===== config.mk =====
export PLATFORM = sky130hd
export DESIGN_NAME = psba_fifo
export DESIGN_NICKNAME = d
export VERILOG_FILES = /design/src/rtl/core/psba_fifo.sv
export SDC_FILE = /design/constraint.sdc
export NUM_CORES = 1
export LEC_CHECK = 0
export BUFFER_PORTS_ARGS = -buffer_cell sky130_fd_sc_hd__buf_2
export CAP_MARGIN = 20
export CORE_MARGIN = 2
export CORE_UTILIZATION = 49
export CTS_CLUSTER_SIZE = 40
export DETAILED_ROUTE_END_ITERATION = 10
export GPL_TIMING_DRIVEN = 0
export PLACE_DENSITY = 0.76
export SYNTH_ARGS = -nofsm -noshare
export SYNTH_HDL_FRONTEND = slang
export SYNTH_SLANG_ARGS = --single-unit

===== constraint.sdc =====
create_clock -name clock -period 3.46 [get_ports clock]
set_clock_uncertainty 0.05 [all_clocks]
set_input_delay 0 -clock clock [delete_from_list [all_inputs] [get_ports clock]]
set_output_delay 0 -clock clock [all_outputs]
set_load 0.02 [all_outputs]

===== src/rtl/core/psba_fifo.sv =====
`default_nettype none
module psba_fifo #(
   parameter int W     = 8,
   parameter int DEPTH = 2
) (
   input  wire logic         clock,
   input  wire logic         reset,
   input  wire logic         push,
   output      logic         full,
   input  wire logic [W-1:0] wdata,
   input  wire logic         pop,
   output      logic         empty,
   output      logic [W-1:0] rdata
);

   localparam int PTR_W = (DEPTH > 1) ? $clog2(DEPTH) : 1;
   localparam int CNT_W = $clog2(DEPTH + 1);

   logic [W-1:0]     slot_ff [DEPTH];
   logic [PTR_W-1:0] wr_ptr_ff, wr_ptr_in;
   logic [PTR_W-1:0] rd_ptr_ff, rd_ptr_in;
   logic [CNT_W-1:0] count_ff, count_in;
   logic             do_push, do_pop;

   assign full    = (count_ff == CNT_W'(DEPTH));
   assign empty   = (count_ff == '0);
   assign do_push = push && !full;
   assign do_pop  = pop && !empty;
   assign rdata   = slot_ff[rd_ptr_ff];

   // Advance pointers and occupancy
   always_comb begin
      wr_ptr_in = wr_ptr_ff;
      rd_ptr_in = rd_ptr_ff;
      count_in  = count_ff;
      if (do_push) begin
         wr_ptr_in = (wr_ptr_ff == PTR_W'(DEPTH - 1)) ? '0 : wr_ptr_ff + 1'b1;
      end
      if (do_pop) begin
         rd_ptr_in = (rd_ptr_ff == PTR_W'(DEPTH - 1)) ? '0 : rd_ptr_ff + 1'b1;
      end
      if (do_push && !do_pop) begin
         count_in = count_ff + 1'b1;
      end else if (do_pop && !do_push) begin
         count_in = count_ff - 1'b1;
      end
   end

   always_ff @(posedge clock) begin
      if (reset) begin
         wr_ptr_ff <= '0;
         rd_ptr_ff <= '0;
         count_ff  <= '0;
      end else begin
         wr_ptr_ff <= wr_ptr_in;
         rd_ptr_ff <= rd_ptr_in;
         count_ff  <= count_in;
      end
   end

   // Store a transfer
   always_ff @(posedge clock) begin
      if (do_push) begin
         slot_ff[wr_ptr_ff] <= wdata;
      end
   end

   a_count_bound: assert property (@(posedge clock) disable iff (reset)
      count_ff <= CNT_W'(DEPTH))
      else $error("queue occupancy beyond depth");

endmodule
`default_nettype wire


=== Yosys cells after proc, flatten, opt, wreduce, memory -nomap -nowiden ===
Memories as Yosys holds them, arrays and structs flattened. A register that Yosys moved wholly into a read port is not among the register bits.
Cells that the tools add are included.

* Bits of input ports: 12
* Logic and storage cells: 27
* Memories kept: 1
* Register bits after elaboration: 4
* Memory bits (writable): 16
* Output and inout bits: 10

{| class="wikitable"
|+ Memory list
! name !! words !! bits a word !! read ports !! clocked after memory_dff !! write ports !! RTL line !! source
|-
| slot_ff || 2 || 8 || 1 || 1 || 1 || 19 || <nowiki>logic [W-1:0] slot_ff [DEPTH];</nowiki>
|}

* Mux-type cells: 8
* Eq/ne operators: 1
* Add/subtract/negate cells: 4
* Reductions and logical operators: 10

{| class="wikitable"
|+ Operators with widths
! kind !! count
|-
| $mux W1 || 6
|-
| $logic_and A1 B1 Y1 || 4
|-
| $logic_not A1 Y1 || 4
|-
| $mux W2 || 2
|-
| $add A1 B1 Y1 const B || 2
|-
| $add A2 B1 Y2 const B || 1
|-
| $eq A2 B2 Y1 const B || 1
|-
| $logic_not A2 Y1 || 1
|-
| $reduce_bool A2 Y1 || 1
|-
| $sub A2 B1 Y2 const B || 1
|}

=== Depth between registers and ports, before layout ===
* Word-level depth: 7
* Gate-level depth with buffers: 6
* Mapped depth without buffers: 6

=== Worst setup path after synthesis ===
Ideal clock, no wire load.

* Path kind: register to register
* Start: register count_ff[1]
* End: register count_ff[1]
* Data arrival time: 1517 ps
* Path buffers: 0
* Setup slack: 1823 ps
* Data required time: 3340 ps
* Stages on the path, launching flop included: 6
* Clock period less this slack: 1637 ps
* Cells stage by stage: dfxtp_1 > nor2b_2 > nor2_1 > ha_1 > or3_1 > a21oi_1

* Cells in the longest elaborated chain, start to end: 6
* Elaborated cells on any way between the ends: 15
* Those cells by class: add/sub (2); eq/ne (1); mux (2); reduce/logical (10)

{| class="wikitable"
|+ Ends and longest elaborated chain
! element !! RTL line !! source
|-
| start: declaration || 22 || <nowiki>logic [CNT_W-1:0] count_ff, count_in;</nowiki>
|-
| start signal: assignment || 57 || <nowiki>count_ff <= count_in;</nowiki>
|-
| $eq A2 B2 Y1 (*) || 25 || <nowiki>assign full = (count_ff == CNT_W'(DEPTH));</nowiki>
|-
| net full || 9 || <nowiki>output logic full,</nowiki>
|-
| $logic_not A1 Y1 (*) || 27 || <nowiki>assign do_push = push && !full;</nowiki>
|-
| $logic_and A1 B1 Y1 (*) || 27 ||
|-
| $logic_not A1 Y1 || 44 || <nowiki>end else if (do_pop && !do_push) begin</nowiki>
|-
| $logic_and A1 B1 Y1 || 44 ||
|-
| $reduce_bool A2 Y1 (no line) || n/a ||
|}

Mark *: on every way through the listed nets, which the timed path passes. The rest lies on a longest branch. The select of a mux whose other input is x is not followed.
A chain may end at the register's enable or synchronous reset.

=== Worst setup path in the final report ===
* Start: register count_ff[0]
* End: register count_ff[1]

* Cells in the longest elaborated chain, start to end: 6
* Elaborated cells on any way between the ends: 15
* Those cells by class: add/sub (2); eq/ne (1); mux (2); reduce/logical (10)

{| class="wikitable"
|+ Ends and longest elaborated chain
! element !! RTL line
|-
| $eq A2 B2 Y1 or $logic_not A2 Y1 (tied branches) || 25, 26
|-
| $logic_not A1 Y1 (on tied branches) || 27, 28
|-
| $logic_and A1 B1 Y1 (on tied branches) || 27, 28
|-
| $logic_not A1 Y1 (on tied branches) || 44, 42
|-
| $logic_and A1 B1 Y1 (on tied branches) || 44, 42
|-
| $reduce_bool A2 Y1 (no line) or $mux W2 (tied branches) || n/a
|}

Several ways; a longest one is shown, not always the timed one. The select of a mux whose other input is x is not followed.

==> flow_summary.yaml <==
synthesis:
  syn-cell-area_sq_um: 793.3
  synth_compound_area_share_pct: 3.155
  yosysWarnings: 0
  synth_top_family_by_area: "multiplexers"
  yosysMostFrequentCell: "edfxtp_1"
  synth_top_area_share_pct: 60.57
  synth-edff-count: 16
  synthTopCellsByCount: "edfxtp_1 (16), mux2_2 (8), dfxtp_1 (5), nor2_1 (5)"
  synth_area_leader_cell: "edfxtp_1"
  syn_avg_cell_area_sq_um: 15.87
  synth_xor_area_share_pct: 3.312
  ys_ff_latch: 21
  yosysSeqAreaShare_pct: 73.19
  syn_nets: 63
  ys.flop_type: "edfxtp_1"
  synth_mux_area_share_pct: 11.36
  synth_fa_ha_area_share_pct: 1.577
  synth_area_leaders: "edfxtp_1 (61%), dfxtp_1 (13%), mux2_2 (11%)"
  synthSimpleGateAreaFrac_pct: 5.836
  synthArstFlopShare_pct: 0
  synth_cell_type_count: 13
  synthCells: 50
sta:
  setup_viol: 0
  setup_slack_ps: 1798
  fin_crit_sh_pct: 48.04
  drv_slew: 0
  fin_setup_tns_ps: 0
  max_freq_mhz: 601.6
  period_needed_ps: 1662
  relSlewSlack_pct: 72.52
  tightest_slew_ps: 412.2
  hold_viol: 0
  rsz0062_at_grt: "no"
route:
  ant_nets: 0
  met2_length_um: 588
  post-route-drc-count: 0
  routed_wl_um: 1201
  vias: 489
  top_layer: "met4"
  wl_met3_um: 46
  vias_per_cell: 4.890
  first_pass_iters: 4
  wl_per_cell_um: 12.01
  m1WireLength_um: 546
  drt_iter0_drc: 8
clock_tree:
  numCtsBuffers: 3
  cts_tree: "yes"
  cts.clk_slew.worst_paths_ps: 100
  h-tree-depth: 1
  root_buffer: "clkbuf_4"
  ctsHoldBuffers: 9
  post_cts_buffers: 0
  clockBufferDepth: 2
  clk_latency_ps: 280
  postCtsResizedCells: 0
  clock_sinks: 21
place:
  dp_cells: 87
  dpl.hpwl_um: 806.6
  pre_cts_slack_ps: 1803
  port-buffer-count: 21
  place.gp.congestion: 0.6818
global_route:
  grt_max_degree: 12
  grt.overflow.total: 0
  grt_pass1_vias: 451
  antenna_found_initial: 0
  grt_pass1_wl_um: 1863
  grtUsageTotal_pct: 13.50
critical_path:
  cp_max_fo: 5
  critPathKind: "reg -> reg"
  cp_slowest_cell: "dfxtp_1"
  critical_path.max_stage_delay_ps: 370
  crit_arrival_ps: 1830
  setup.worst_path.start_class: "register"
  crit_chain: "o21ai_0 > ha_1 > or3_1 > a21oi_1"
  critPathCaptureType: "register"
  critPathRequiredTime_ps: 3630
die:
  fp.dieH_um: 44.24
  row_count: 14
  die-area_sq_um: 1957
  placeableCoreArea_sq_um: 1506
  start_util_pct: 52.66
  die_x_um: 44.24
  io_pins: 22
power_and_ir_drop:
  cellPowerDensity_nw_per_um2: 680.6
  p_leak_uw: 0.0004208
  ir_drop_v: 0.0004416
flow_run:
  max_cap_violations: 0
cells_and_area:
  area_growth_pct: 30.44
  multiInputGateArea_sq_um: 200.2
  layout.nets: 98
  fill_cells: 121
  antenna_cells: 0
  finalNonFillerCells: 100
  layout-drive-gt1-share_pct: 40.48
  seq_area_sq_um: 580.6
worst_hold_path:
  hp-class: "in -> reg"
status:
  status: "completed"
worst paths after layout:
kind / endpoint / cells past startpoint / startpoint / slack, ps
worst min register to register: wr_ptr_ff / 2 / wr_ptr_ff / 450
worst min-delay path: wr_ptr_ff / 4 / push / 30
worst max-delay path: count_ff[1] / 4 / count_ff[0] / 1800
worst max register to register: count_ff[1] / 4 / count_ff[0] / 1800
layout by cell type, fill, tap and decap left out, drive strengths merged:
| cell type | synthesis | final |
|---|---|---|
| mux2 | 8 | 8 |
| buf | 1 | 22 |
| dlygate4sd3 | 0 | 9 |
| nor2b | 1 | 1 |
| and2 | 1 | 1 |
| inv | 2 | 2 |
| o21ai | 3 | 3 |
| nor2 | 5 | 5 |
| a21oi | 2 | 2 |
| edfxtp | 16 | 16 |
| clkbuf | 0 | 4 |
| xor2 | 3 | 3 |
| or3 | 2 | 2 |
| dfxtp | 5 | 5 |
| ha | 1 | 1 |
worst max-delay path: cells and delay by family (launching register included):
family / cells / cell delay, ps
DFF: 1 / 370
AOI/OAI and AO/OA: 2 / 480
and+or+nand+nor: 1 / 370
adders and majority gates: 1 / 330
cell type report:
class | instances | area share [%]
Sequential cell | 21 | 56.11
Multi-Input combinational cell | 26 | 19.35
Timing Repair Buffer | 30 | 18.86
Clock buffer | 4 | 2.539
Tap cell | 16 | 1.935
Inverter | 2 | 0.7255
Buffer | 1 | 0.4837
metal layers:
layer / vias up / track usage, %
met1: 224 / 17.08
li1: 248 / -
met2: 13 / 22.06
met3: 4 / 2.449
met5: - / 0
met4: 0 / 7.273
flip-flops by register name (all words and copies together) (netlist names), named ones only:
signal     count
count_ff       2
rd_ptr_ff      1
wr_ptr_ff      1
slot_ff       16
per-stage QoR:
| step | utilization, % | cell area [sq um] | power [uW] | hold WS [ps] |
|---|---|---|---|---|
| after CTS | 68.69 | 1035 | 712.0 | 31.26 |
| after global routing | 68.69 | 1035 | 750.7 | 66.95 |
| after global placement | 60.96 | 918.4 | 587.2 | 138.5 |
| final | 68.69 | 1035 | 704.2 | 33.92 |
| after detailed placement | 60.96 | 918.4 | 594.8 | 143.7 |
| after floorplan | - | 793.3 | 525.5 | 19.07 |
cells by family (layout without fill, tap and decap cells):
kind of cell	after synthesis	after routing
simple gates	9	9
flops	21	21
buf+inv	3	37
mux	8	8
compound gates	5	5
xor+xnor	3	3
fa+ha+maj	1	1
where the power goes:
group          total, uW  internal, uW  switching, uW  leakage [uW]
Combinational        253           109            144      0.000215
Sequential           343           322           21.0      0.000191
Clock                109          44.7           64.2     0.0000150
Total                704           475            229      0.000421
Power figures use the tool's default switching activity.
