--- src/rtl/core/psba_pkg.sv ---
`default_nettype none
package psba_pkg;

   // Fixed geometry and field widths
   localparam int NUM_BIN_SLOTS         = 4096;
   localparam int BIN_W                 = 12;
   localparam int NUM_CHAN              = 6;
   localparam int NUM_AXES              = 3;
   localparam int DATA_W                = 32;
   localparam int EXT_W                 = 31;
   localparam int MODE_W                = 6;
   localparam int CNT_W                 = 32;
   localparam int ACC_W                 = 64;
   localparam int TERM_W                = 49;
   localparam int FRAC_W                = 16;
   localparam int DEFAULT_BINS_PER_AXIS = 16;

   // Mode bit positions (bits 0..2 project x, y, z)
   localparam int MODE_VEL    = 3;
   localparam int MODE_STRESS = 4;
   localparam int MODE_AVG    = 5;

   localparam logic [EXT_W-1:0]  EXTENT_RESET = 31'd65536;
   localparam logic [MODE_W-1:0] MODE_RESET   = 6'd56;

   // Velocity components that form each channel's product
   localparam logic [1:0] CHAN_A [NUM_CHAN] = '{2'd0, 2'd0, 2'd0, 2'd1, 2'd1, 2'd2};
   localparam logic [1:0] CHAN_B [NUM_CHAN] = '{2'd0, 2'd1, 2'd2, 2'd1, 2'd2, 2'd2};

   localparam int CSR_INDEX_W = 3;
   typedef enum logic [CSR_INDEX_W-1:0] {
      CSR_ORIGIN_X = 3'd0,
      CSR_ORIGIN_Y = 3'd1,
      CSR_ORIGIN_Z = 3'd2,
      CSR_EXTENT_X = 3'd3,
      CSR_EXTENT_Y = 3'd4,
      CSR_EXTENT_Z = 3'd5,
      CSR_MODE     = 3'd6
   } csr_index_type;

   typedef struct packed {
      logic signed [DATA_W-1:0] pos_x;
      logic signed [DATA_W-1:0] pos_y;
      logic signed [DATA_W-1:0] pos_z;
      logic signed [DATA_W-1:0] vel_x;
      logic signed [DATA_W-1:0] vel_y;
      logic signed [DATA_W-1:0] vel_z;
      logic signed [DATA_W-1:0] stress_xx;
      logic signed [DATA_W-1:0] stress_xy;
      logic signed [DATA_W-1:0] stress_xz;
      logic signed [DATA_W-1:0] stress_yy;
      logic signed [DATA_W-1:0] stress_yz;
      logic signed [DATA_W-1:0] stress_zz;
   } req_type;

   typedef struct packed {
      logic                    in_grid;
      logic [BIN_W-1:0]        bin_index;
      logic [CNT_W-1:0]        bin_count;
      logic signed [ACC_W-1:0] chan_xx;
      logic signed [ACC_W-1:0] chan_xy;
      logic signed [ACC_W-1:0] chan_xz;
      logic signed [ACC_W-1:0] chan_yy;
      logic signed [ACC_W-1:0] chan_yz;
      logic signed [ACC_W-1:0] chan_zz;
   } rsp_type;

   typedef struct packed {
      logic [NUM_AXES-1:0][DATA_W-1:0] origin;
      logic [NUM_AXES-1:0][EXT_W-1:0]  extent;
      logic [MODE_W-1:0]               mode;
   } cfg_type;

   // Classified item handed from front to back
   typedef struct packed {
      logic                              in_grid;
      logic [BIN_W-1:0]                  bin;
      logic [NUM_CHAN-1:0][TERM_W-1:0]   term;
   } mid_type;

   typedef struct packed {
      logic clearing;
   } back_status_type;

endpackage
`default_nettype wire

--- src/rtl/core/psba_front.sv ---
`default_nettype none
module psba_front #(
   parameter int BINS_PER_AXIS = psba_pkg::DEFAULT_BINS_PER_AXIS
) (
   input  wire logic                      clock,
   input  wire logic                      reset,
   input  wire psba_pkg::cfg_type         cfg,
   input  wire psba_pkg::back_status_type back_status,
   input  wire logic                      req_push,
   output      logic                      req_full,
   input  wire psba_pkg::req_type         req_data,
   output      logic                      mid_push,
   input  wire logic                      mid_full,
   output      psba_pkg::mid_type         mid_data
);

   localparam int NB_W  = $clog2(BINS_PER_AXIS + 1);
   localparam int ROW_W = 2 * NB_W;
   localparam int SUM_W = 3 * NB_W + psba_pkg::BIN_W;
   localparam int NA    = psba_pkg::NUM_AXES;
   localparam int NC    = psba_pkg::NUM_CHAN;
   localparam int DW    = psba_pkg::DATA_W;
   localparam int TW    = psba_pkg::TERM_W;
   localparam int AW    = psba_pkg::ACC_W;

   typedef enum logic [5:0] {
      F_IDLE = 6'b000001,
      F_AXIS = 6'b000010,
      F_ROW  = 6'b000100,
      F_BIN  = 6'b001000,
      F_TERM = 6'b010000,
      F_PUSH = 6'b100000
   } fstate_type;

   fstate_type                  state_ff, state_in;
   psba_pkg::req_type           item_ff, item_in;
   logic [NA-1:0]               ok_ff, ok_in;
   logic [NB_W-1:0]             idx_ff [NA];
   logic [NB_W-1:0]             idx_in [NA];
   logic [NB_W-1:0]             nb_ff [NA];
   logic [NB_W-1:0]             nb_in [NA];
   logic [ROW_W-1:0]            row_ff, row_in;
   logic                        valid_ff, valid_in;
   logic [psba_pkg::BIN_W-1:0]  bin_ff, bin_in;
   logic [2:0]                  ch_ff, ch_in;
   logic signed [AW-1:0]        prod_ff, prod_in;
   logic [TW-1:0]               term_ff [NC];
   logic [TW-1:0]               term_in [NC];

   logic [DW-1:0]               pos_a [NA];
   logic [DW-1:0]               vel_a [NA];
   logic [DW-1:0]               str_a [NC];
   logic [DW:0]                 diff [NA];
   logic [DW:0]                 mag [NA];
   logic [14:0]                 ext_int [NA];
   logic [16:0]                 quot [NA];
   logic [NB_W-1:0]             nb_free [NA];
   logic [SUM_W-1:0]            bin_sum;
   logic [2:0]                  ch_sel;
   logic signed [DW-1:0]        va, vb;
   logic signed [AW-1:0]        vel_sh;
   logic [TW-1:0]               vel_term, str_term;

   assign req_full = (state_ff != F_IDLE) || back_status.clearing;
   assign mid_push = (state_ff == F_PUSH);

   always_comb begin
      mid_data.in_grid = valid_ff;
      mid_data.bin     = bin_ff;
      for (int j = 0; j < NC; j++) begin
         mid_data.term[j] = term_ff[j];
      end
   end

   // Unpack the held record
   always_comb begin
      pos_a[0] = item_ff.pos_x;
      pos_a[1] = item_ff.pos_y;
      pos_a[2] = item_ff.pos_z;
      vel_a[0] = item_ff.vel_x;
      vel_a[1] = item_ff.vel_y;
      vel_a[2] = item_ff.vel_z;
      str_a[0] = item_ff.stress_xx;
      str_a[1] = item_ff.stress_xy;
      str_a[2] = item_ff.stress_xz;
      str_a[3] = item_ff.stress_yy;
      str_a[4] = item_ff.stress_yz;
      str_a[5] = item_ff.stress_zz;
   end

   // Classify each axis: offset, range check, bin number
   always_comb begin
      for (int c = 0; c < NA; c++) begin
         diff[c]    = {pos_a[c][DW-1], pos_a[c]} - {cfg.origin[c][DW-1], cfg.origin[c]};
         mag[c]     = diff[c][DW] ? (~diff[c] + 1'b1) : diff[c];
         ext_int[c] = cfg.extent[c][psba_pkg::EXT_W-1:psba_pkg::FRAC_W];
         quot[c]    = diff[c][DW:psba_pkg::FRAC_W];
         nb_free[c] = (32'(ext_int[c]) > 32'(BINS_PER_AXIS)) ?
                      NB_W'(BINS_PER_AXIS) : NB_W'(ext_int[c]);
         idx_in[c]  = idx_ff[c];
         nb_in[c]   = nb_ff[c];
         ok_in[c]   = ok_ff[c];
         if (state_ff == F_AXIS) begin
            if (cfg.mode[c]) begin
               // one bin spanning the extent on each side of the origin
               ok_in[c]  = (mag[c] < {2'b00, cfg.extent[c]});
               idx_in[c] = '0;
               nb_in[c]  = NB_W'(1);
            end else if (diff[c][DW]) begin
               // just below the origin truncates into bin 0, if the axis has one
               ok_in[c]  = (mag[c][DW:psba_pkg::FRAC_W] == '0) && (nb_free[c] != '0);
               idx_in[c] = '0;
               nb_in[c]  = nb_free[c];
            end else begin
               ok_in[c]  = (32'(quot[c]) < 32'(nb_free[c]));
               idx_in[c] = quot[c][NB_W-1:0];
               nb_in[c]  = nb_free[c];
            end
         end
      end
   end

   // Velocity product and channel terms
   always_comb begin
      ch_sel   = (ch_ff < 3'(NC)) ? ch_ff : 3'd0;
      va       = vel_a[psba_pkg::CHAN_A[ch_sel]];
      vb       = vel_a[psba_pkg::CHAN_B[ch_sel]];
      prod_in  = va * vb;
      vel_sh   = prod_ff >>> psba_pkg::FRAC_W;
      vel_term = cfg.mode[psba_pkg::MODE_VEL] ? vel_sh[TW-1:0] : '0;
      str_term = '0;
      for (int j = 0; j < NC; j++) begin
         term_in[j] = term_ff[j];
         if ((ch_ff - 3'd1) == 3'(j)) begin
            str_term = cfg.mode[psba_pkg::MODE_STRESS] ?
                       {{(TW - DW){str_a[j][DW-1]}}, str_a[j]} : '0;
         end
      end
      for (int j = 0; j < NC; j++) begin
         if ((state_ff == F_TERM) && (ch_ff != '0) && ((ch_ff - 3'd1) == 3'(j))) begin
            term_in[j] = str_term + vel_term;
         end
      end
   end

   assign bin_sum = SUM_W'(idx_ff[0]) + SUM_W'(nb_ff[0]) * SUM_W'(row_ff);

   // Sequence one record
   always_comb begin
      state_in = state_ff;
      item_in  = item_ff;
      row_in   = row_ff;
      valid_in = valid_ff;
      bin_in   = bin_ff;
      ch_in    = ch_ff;
      unique case (state_ff)
         F_IDLE: begin
            if (req_push && !req_full) begin
               item_in  = req_data;
               state_in = F_AXIS;
            end
         end
         F_AXIS: begin
            state_in = F_ROW;
         end
         F_ROW: begin
            row_in   = ROW_W'(idx_ff[1]) + ROW_W'(nb_ff[1]) * ROW_W'(idx_ff[2]);
            state_in = F_BIN;
         end
         F_BIN: begin
            valid_in = (&ok_ff) && (bin_sum < SUM_W'(psba_pkg::NUM_BIN_SLOTS));
            bin_in   = bin_sum[psba_pkg::BIN_W-1:0];
            ch_in    = '0;
            state_in = valid_in ? F_TERM : F_PUSH;
         end
         F_TERM: begin
            ch_in = ch_ff + 3'd1;
            if (ch_ff == 3'(NC)) begin
               state_in = F_PUSH;
            end
         end
         F_PUSH: begin
            if (!mid_full) begin
               state_in = F_IDLE;
            end
         end
         default: state_in = F_IDLE;
      endcase
   end

   always_ff @(posedge clock) begin
      if (reset) begin
         state_ff <= F_IDLE;
      end else begin
         state_ff <= state_in;
      end
      item_ff  <= item_in;
      ok_ff    <= ok_in;
      row_ff   <= row_in;
      valid_ff <= valid_in;
      bin_ff   <= bin_in;
      ch_ff    <= ch_in;
      prod_ff  <= prod_in;
      for (int c = 0; c < NA; c++) begin
         idx_ff[c] <= idx_in[c];
         nb_ff[c]  <= nb_in[c];
      end
      for (int j = 0; j < NC; j++) begin
         term_ff[j] <= term_in[j];
      end
   end

endmodule
`default_nettype wire

--- config.mk ---
export PLATFORM = sky130hd
export DESIGN_NAME = psba_front
export DESIGN_NICKNAME = d
export VERILOG_FILES = /design/src/rtl/core/psba_pkg.sv /design/src/rtl/core/psba_front.sv
export SDC_FILE = /design/constraint.sdc
export NUM_CORES = 2
export LEC_CHECK = 0
export ABC_AREA = 0
export BUFFER_PORTS_ARGS = -buffer_cell sky130_fd_sc_hd__buf_2
export CAP_MARGIN = 25
export CORE_UTILIZATION = 55
export CTS_CLUSTER_SIZE = 16
export DETAILED_ROUTE_END_ITERATION = 16
export GPL_TIMING_DRIVEN = 0
export PLACE_DENSITY = 0.79
export SYNTH_ARGS = -nofsm -noshare
export SYNTH_HDL_FRONTEND = slang
export SYNTH_SLANG_ARGS = --single-unit
--- constraint.sdc ---
create_clock -name clock -period 22.3 [get_ports clock]
set_input_delay 3.345 -clock clock [delete_from_list [all_inputs] [get_ports clock]]
set_output_delay 3.345 -clock clock [all_outputs]
set_load 0.02 [all_outputs]
# Yosys cells after proc, flatten, opt, wreduce, memory -nomap -nowiden

Memories as Yosys holds them, arrays and structs flattened.
Cells that the tools add are included.

Flip-flop bits (word level): 483
Bits in writable memories: 324
Memory bits (read-only): 32
Bits of input ports: 584
Output and inout bits: 309
Memories kept: 5

Add/subtract/negate cells: 11
Multiply operators: 3
$lt $le $gt $ge: 14
Equality and inequality tests: 17
Mux-type cells: 63
Bitwise logic cells: 6
Reductions and logical operators: 26

Memories:

| memory          | depth | bits a word | read ports | clocked after memory_dff | write ports | RTL line          | RTL |
|---|---|---|---|---|---|---|---|
| term_ff         | 6     | 49          | 6          | 0                        | 6           | psba_front.sv:47  | `logic [TW-1:0] term_ff [NC];` |
| (no name shown) | 8     | 2           | 1          | 0                        | 0           | psba_front.sv:127 | `vb = vel_a[psba_pkg::CHAN_B[ch_sel]];` |
| (no name shown) | 8     | 2           | 1          | 0                        | 0           | psba_front.sv:126 | `va = vel_a[psba_pkg::CHAN_A[ch_sel]];` |
| idx_ff          | 3     | 5           | 3          | 0                        | 3           | psba_front.sv:38  | `logic [NB_W-1:0] idx_ff [NA];` |
| nb_ff           | 3     | 5           | 2          | 0                        | 3           | psba_front.sv:40  | `logic [NB_W-1:0] nb_ff [NA];` |

Operators with widths:

| kind                                                                             | count |
|---|---|
| 49-bit two-way mux                                                               | 19 |
| 32-bit binary-select mux with 2-bit select                                       | 2 |
| 32-bit two-way mux                                                               | 4 |
| 33-bit by 1-bit adder with 33-bit output, second input constant                  | 3 |
| 33-bit by 31-bit < comparator with 1-bit output                                  | 3 |
| 33-bit two-way mux                                                               | 3 |
| 33-bit NOT                                                                       | 3 |
| 32-bit by 32-bit subtractor with 33-bit output                                   | 3 |
| 5-bit two-way mux                                                                | 18 |
| 32-bit by 32-bit multiplier with 64-bit output                                   | 1 |
| 17-bit zero test                                                                 | 3 |
| 17-bit by 5-bit < comparator with 1-bit output                                   | 3 |
| 49-bit adder                                                                     | 1 |
| 15-bit by 5-bit greater-than comparator with 1-bit output, second input constant | 3 |
| 6-bit one-hot mux with 6 select lines                                            | 1 |
| 6-bit two-way mux                                                                | 4 |
| 5-bit by 15-bit adder with 16-bit output                                         | 1 |
| 16-bit by 13-bit < comparator with 1-bit output, second input constant           | 1 |
| 5-bit by 10-bit multiplier with 15-bit output                                    | 1 |
| 5-bit nonzero test                                                               | 3 |
| 1-bit logical AND                                                                | 12 |
| 5-bit by 10-bit adder with 10-bit output                                         | 1 |
| 5-bit by 5-bit multiplier with 10-bit output                                     | 1 |
| 3-bit equality test, second input constant                                       | 3 |
| other kinds (30)                                                                 | 43 |

# Depth between registers and ports, before layout

Word-level depth: 11
Gate-level depth with buffers: 39

# Worst setup path after synthesis

Ideal clock, no wire load.

Path type: input to register
Start: input back_status
End: register state_ff[1]
Arrival: 21.145 ns
Required time: 22.235 ns
Slack: 1.090 ns
Cell stages on the path: 6
Buffers on the path: 0
Path through: or2_2 -> nor2_1 -> nor2_1 -> a211o_1 -> or2_2 -> nor2_1

Word-level cells in the longest chain between the ends: 5

RTL lines:

| element                                | RTL line          | RTL |
|---|---|---|
| from (decl)                            | psba_front.sv:8   | `input wire psba_pkg::back_status_type back_status,` |
| 1-bit logical OR                       | psba_front.sv:64  | `assign req_full = (state_ff != F_IDLE) \|\| back_status.clearing;` |
| 1-bit zero test                        | psba_front.sv:158 | `if (req_push && !req_full) begin` |
| 1-bit logical AND                      | psba_front.sv:158 |  |
| 2-bit inequality test (no source line) | --                |  |
| 3-bit AND reduction (no source line)   | --                |  |
| to (signal assigned)                   | psba_front.sv:195 | `state_ff <= state_in;` |
| to (decl)                              | psba_front.sv:35  | `fstate_type state_ff, state_in;` |

Every way passes these cells.
A chain may end at the register's enable or synchronous reset.

# Final worst setup path

Start: register ch_ff[2]
End: register prod_ff[57]

Word-level cells in the longest chain between the ends: 11
Elaborated cells on any way between the ends: 18
Those cells by class: 1 x mul; 1 x order compare; 11 x mux; 3 x bitwise; 2 x memory

RTL lines:

| element                                                       | RTL line                             | RTL |
|---|---|---|
| from (decl)                                                   | psba_front.sv:45                     | `logic [2:0] ch_ff, ch_in;` |
| from (signal assigned)                                        | psba_front.sv:202                    | `ch_ff <= ch_in;` |
| 3-bit < comparator                                            | psba_front.sv:125                    | `ch_sel = (ch_ff < 3'(NC)) ? ch_ff : 3'd0;` |
| 3-bit two-way mux (*)                                         | psba_front.sv:125                    |  |
| 3-bit NOT with 4-bit output (not written as such) (*)         | psba_front.sv:126, psba_front.sv:127 |  |
| memory read 8 x 2 bit (on tied branches)                      | --                                   |  |
| 2-bit two-way mux (on tied branches) (2 in series)            | psba_front.sv:126, psba_front.sv:127 |  |
| 2-bit NOT with 3-bit output (on tied branches)                | psba_front.sv:126, psba_front.sv:127 |  |
| 32-bit binary-select mux with 2-bit select (on tied branches) | psba_front.sv:126, psba_front.sv:127 |  |
| 32-bit two-way mux (on tied branches) (2 in series)           | psba_front.sv:126, psba_front.sv:127 |  |
| 32-bit by 32-bit multiplier with 64-bit output (*)            | psba_front.sv:128                    | `prod_in = va * vb;` |
| named net prod_in[57]                                         | psba_front.sv:46                     | `logic signed [AW-1:0] prod_ff, prod_in;` |
| to (signal assigned)                                          | psba_front.sv:203                    | `prod_ff <= prod_in;` |
| to (decl)                                                     | psba_front.sv:46                     |  |

Mark *: on every way through the listed nets, which the timed path passes. The rest lies on a longest branch. The select of a mux whose other input is x is not followed.

==> run metrics <==
Main synth FF type edfxtp_1; crit-path max FO 10; global-route wire length before repair 394,000 um; CP Class reg -> reg; non-filler cells in the finished layout 10,489; Hold Crit Endpoint row_ff[0]; Netlist cell types 111; layout cells sized above 1 13.8%; FMAX 0.0778 GHz; Fillers 11,242; Critical-path top delay cell a21oi_1; Die ar. 142,000 um2; placed cells 10,268; crit end category flip-flop; final setup violation count 0; # port buffers 889; Slew Viols, Final 0; final hold violation count 0; DRC Markers 0; Worst-path clk slew 60 ps; Worst Skew 78.1 ps; Initial DRC Count 6,874; Total Wirelength 272,000 um; Place WS 9710 ps; # resized after CTS 0; Antenna Nets Post-Route 0; syn_area_per_cell 10.4 um2; Vias 61,702; hold depth 1; WP data arrival 13,470 ps; Hold Buf Count CTS 0; I/O pin total 893; Max transition margin 14.9%; cts bufs inserted 85; Worst R2R End prod_ff[57]; Starting Density 55.5%; final worst slack 9440 ps; GRT Residual Overflow 0; Layout area overhead 13.6%; 1st-pass router iterations 9; CTS Sinks 786; Hold Path Class reg -> reg; antenna violations before repair 69; setup slack, reg-to-reg 9440 ps; FP Rows 137; Worst Tran Pin Value 1270 ps; Hold Startpoint idx_ff[0][5]; Net Count, Synth 9,653; Worst-Skew Late Latency 740 ps; Routed wire per std cell 25.9 um; CP max stage delay 980 ps; crit-path most repeated cell fa_1; yosys warns 0; Worst Setup SP ch_ff[2]; Post-synth EDFFs 732; root buf cell clkbuf_16; vias in the first global route 61,926; Post-CTS Setup Bufs 0; Reg2Reg Depth 33; Via density 5.88; DP HPWL 225,000 um; core area 140,000 um2; sequential-to-total area share from yosys stat 29.8%; CTS tree built; max cap viols 0; Chip Height 377 um; GRT Overall Usage 38.1%; NumNets Final 10,680; crit path time final 12,860 ps; fin crit share 57.7%; synthesized flop and latch total 786; status finished clean; GPL Wtd Cong 1.12; Max Root-Sink Buffers 3; H-tree depth 3; RSZ-0062 raised after global routing false; ys async rst share 0%; largest net degree at the start of global routing 38; chip width 377 um; synthesized cell area 77,500 um2; Critical R2R Launch ch_ff[2]; Gate Count Post-Synth 7,457; Setup crit start kind flip-flop; Critical Path RT 22,910 ps
layer usage:
| layer | vias to the layer above | routed length, um | GRT usage [%] |
|---|---|---|---|
| met2 | 4049 | 119000 | 57.9 |
| met3 | 802 | 33400 | 11.7 |
| li1 | 26502 | - | - |
| met5 | - | 104 | 0 |
| met1 | 30335 | 102000 | 48.7 |
| met4 | 14 | 16800 | 20.4 |
Yosys cell counts, drive strengths merged, types with 21 or more instances:
library cell / n / share of area [%]
a21oi: 279 / 1.8
edfxtp: 732 / 28
xor2: 87 / 0.98
nand2: 730 / 3.5
mux2i: 68 / 0.88
nand3: 58 / 0.39
o21a: 46 / 0.45
ha: 484 / 7.8
a31oi: 43 / 0.37
o211a: 42 / 0.54
nor3: 92 / 0.62
o21ai: 143 / 0.96
and3: 31 / 0.26
o21bai: 27 / 0.26
or2: 21 / 0.17
and2: 118 / 0.95
xnor2: 187 / 2.1
nand4: 40 / 0.32
a21o: 175 / 1.7
nand2b: 52 / 0.42
clkbuf: 255 / 1.2
inv: 1273 / 6.2
o211ai: 28 / 0.28
buf: 31 / 0.19
dfxtp: 54 / 1.4
nor2b: 41 / 0.33
nor4: 32 / 0.30
a222oi: 32 / 0.41
a221oi: 39 / 0.47
fa: 1128 / 29
o31ai: 22 / 0.24
a211oi: 28 / 0.29
nor2: 808 / 3.9
logic make-up after synthesis:
group / synth area share [%]
buffers and inverters: 7.60
adder cells (fa/ha/maj): 37.0
flip-flops: 29.8
multiplexers: 0.966
AND/OR/NAND/NOR: 12.2
XOR/XNOR: 3.11
AO/OA/AOI/OAI: 9.38
cells in the final DEF (no fill, tap or decap), types with 23 or more instances in the layout:
cell	n
inv_1	1271
fa_1	1128
buf_2	899
nor2_1	798
edfxtp_1	732
nand2_1	730
ha_1	484
a21oi_1	274
clkbuf_1	267
xnor2_1	186
a21o_1	174
o21ai_0	126
and2_1	118
nor3_1	88
xor2_1	87
clkbuf_16	85
mux2i_1	68
diode_2	59
nand3_1	56
dfxtp_1	54
nand2b_1	52
o21a_1	46
o211a_1	42
nor2b_1	41
a31oi_1	41
nand4_1	40
a221oi_1	37
a222oi_1	32
and3_1	30
nor4_1	28
a211oi_1	27
o211ai_1	27
o21bai_1	27
buf_4	23
worst max-delay path, delay by kind of cell (launching register included):
family	cells	cell delay, ps
AO/OA/AOI/OAI	12	4390
AND/OR/NAND/NOR	3	450
buffers and inverters	7	2400
XOR/XNOR	1	150
flip-flops	1	360
adder cells (fa/ha/maj)	9	4640
multiplexers	1	370
worst max-delay path by stage:
stage	to	slack, ps	cells past startpoint
2_1_floorplan	state_ff[1]	1090	6
3_3_place_gp	state_ff[1]	-5860	7
3_5_place_dp	prod_ff[57]	9710	33
4_1_cts	prod_ff[57]	9700	33
5_1_grt	prod_ff[57]	8970	33
6_report	prod_ff[57]	9440	33
cell type report:
class	count	area [um2]	share of cell area [%]
diodes	59	148	0.168
plain buffers	286	1110	1.26
clock buffers	99	2200	2.50
clock inverters	58	682	0.775
inverters	1273	4780	5.43
multi-input cells	5112	48600	55.2
flip-flops and latches	786	23100	26.2
well taps	1876	2350	2.67
repair buffers	940	5130	5.83
stage by stage:
step / cell area (um2) / TNS [ps] / hold WS [ps] / utilization [%]
finish: 88000 / 0 / 542 / 63.0
global route: 88000 / 0 / 580 / 63.0
CTS: 87800 / 0 / 549 / 62.9
detailed placement: 84900 / 0 / 547 / 60.8
global placement: 84300 / -2069740 / 533 / 60.3
floorplan: 77500 / 0 / 507 / -
sequential cells by signal, indices dropped and copies added, names as in the netlist:
| name | count |
|---|---|
| nb_ff | 10 |
| term_ff | 294 |
| ch_ff | 3 |
| bin_ff | 12 |
| valid_ff | 1 |
| state_ff | 6 |
| row_ff | 10 |
| ok_ff | 3 |
| prod_ff | 48 |
| idx_ff | 15 |
| item_ff | 384 |
Power is left out: the tool's default activity adds up to more than one toggle a clock period on the data nets, which glitch-free logic cannot reach.
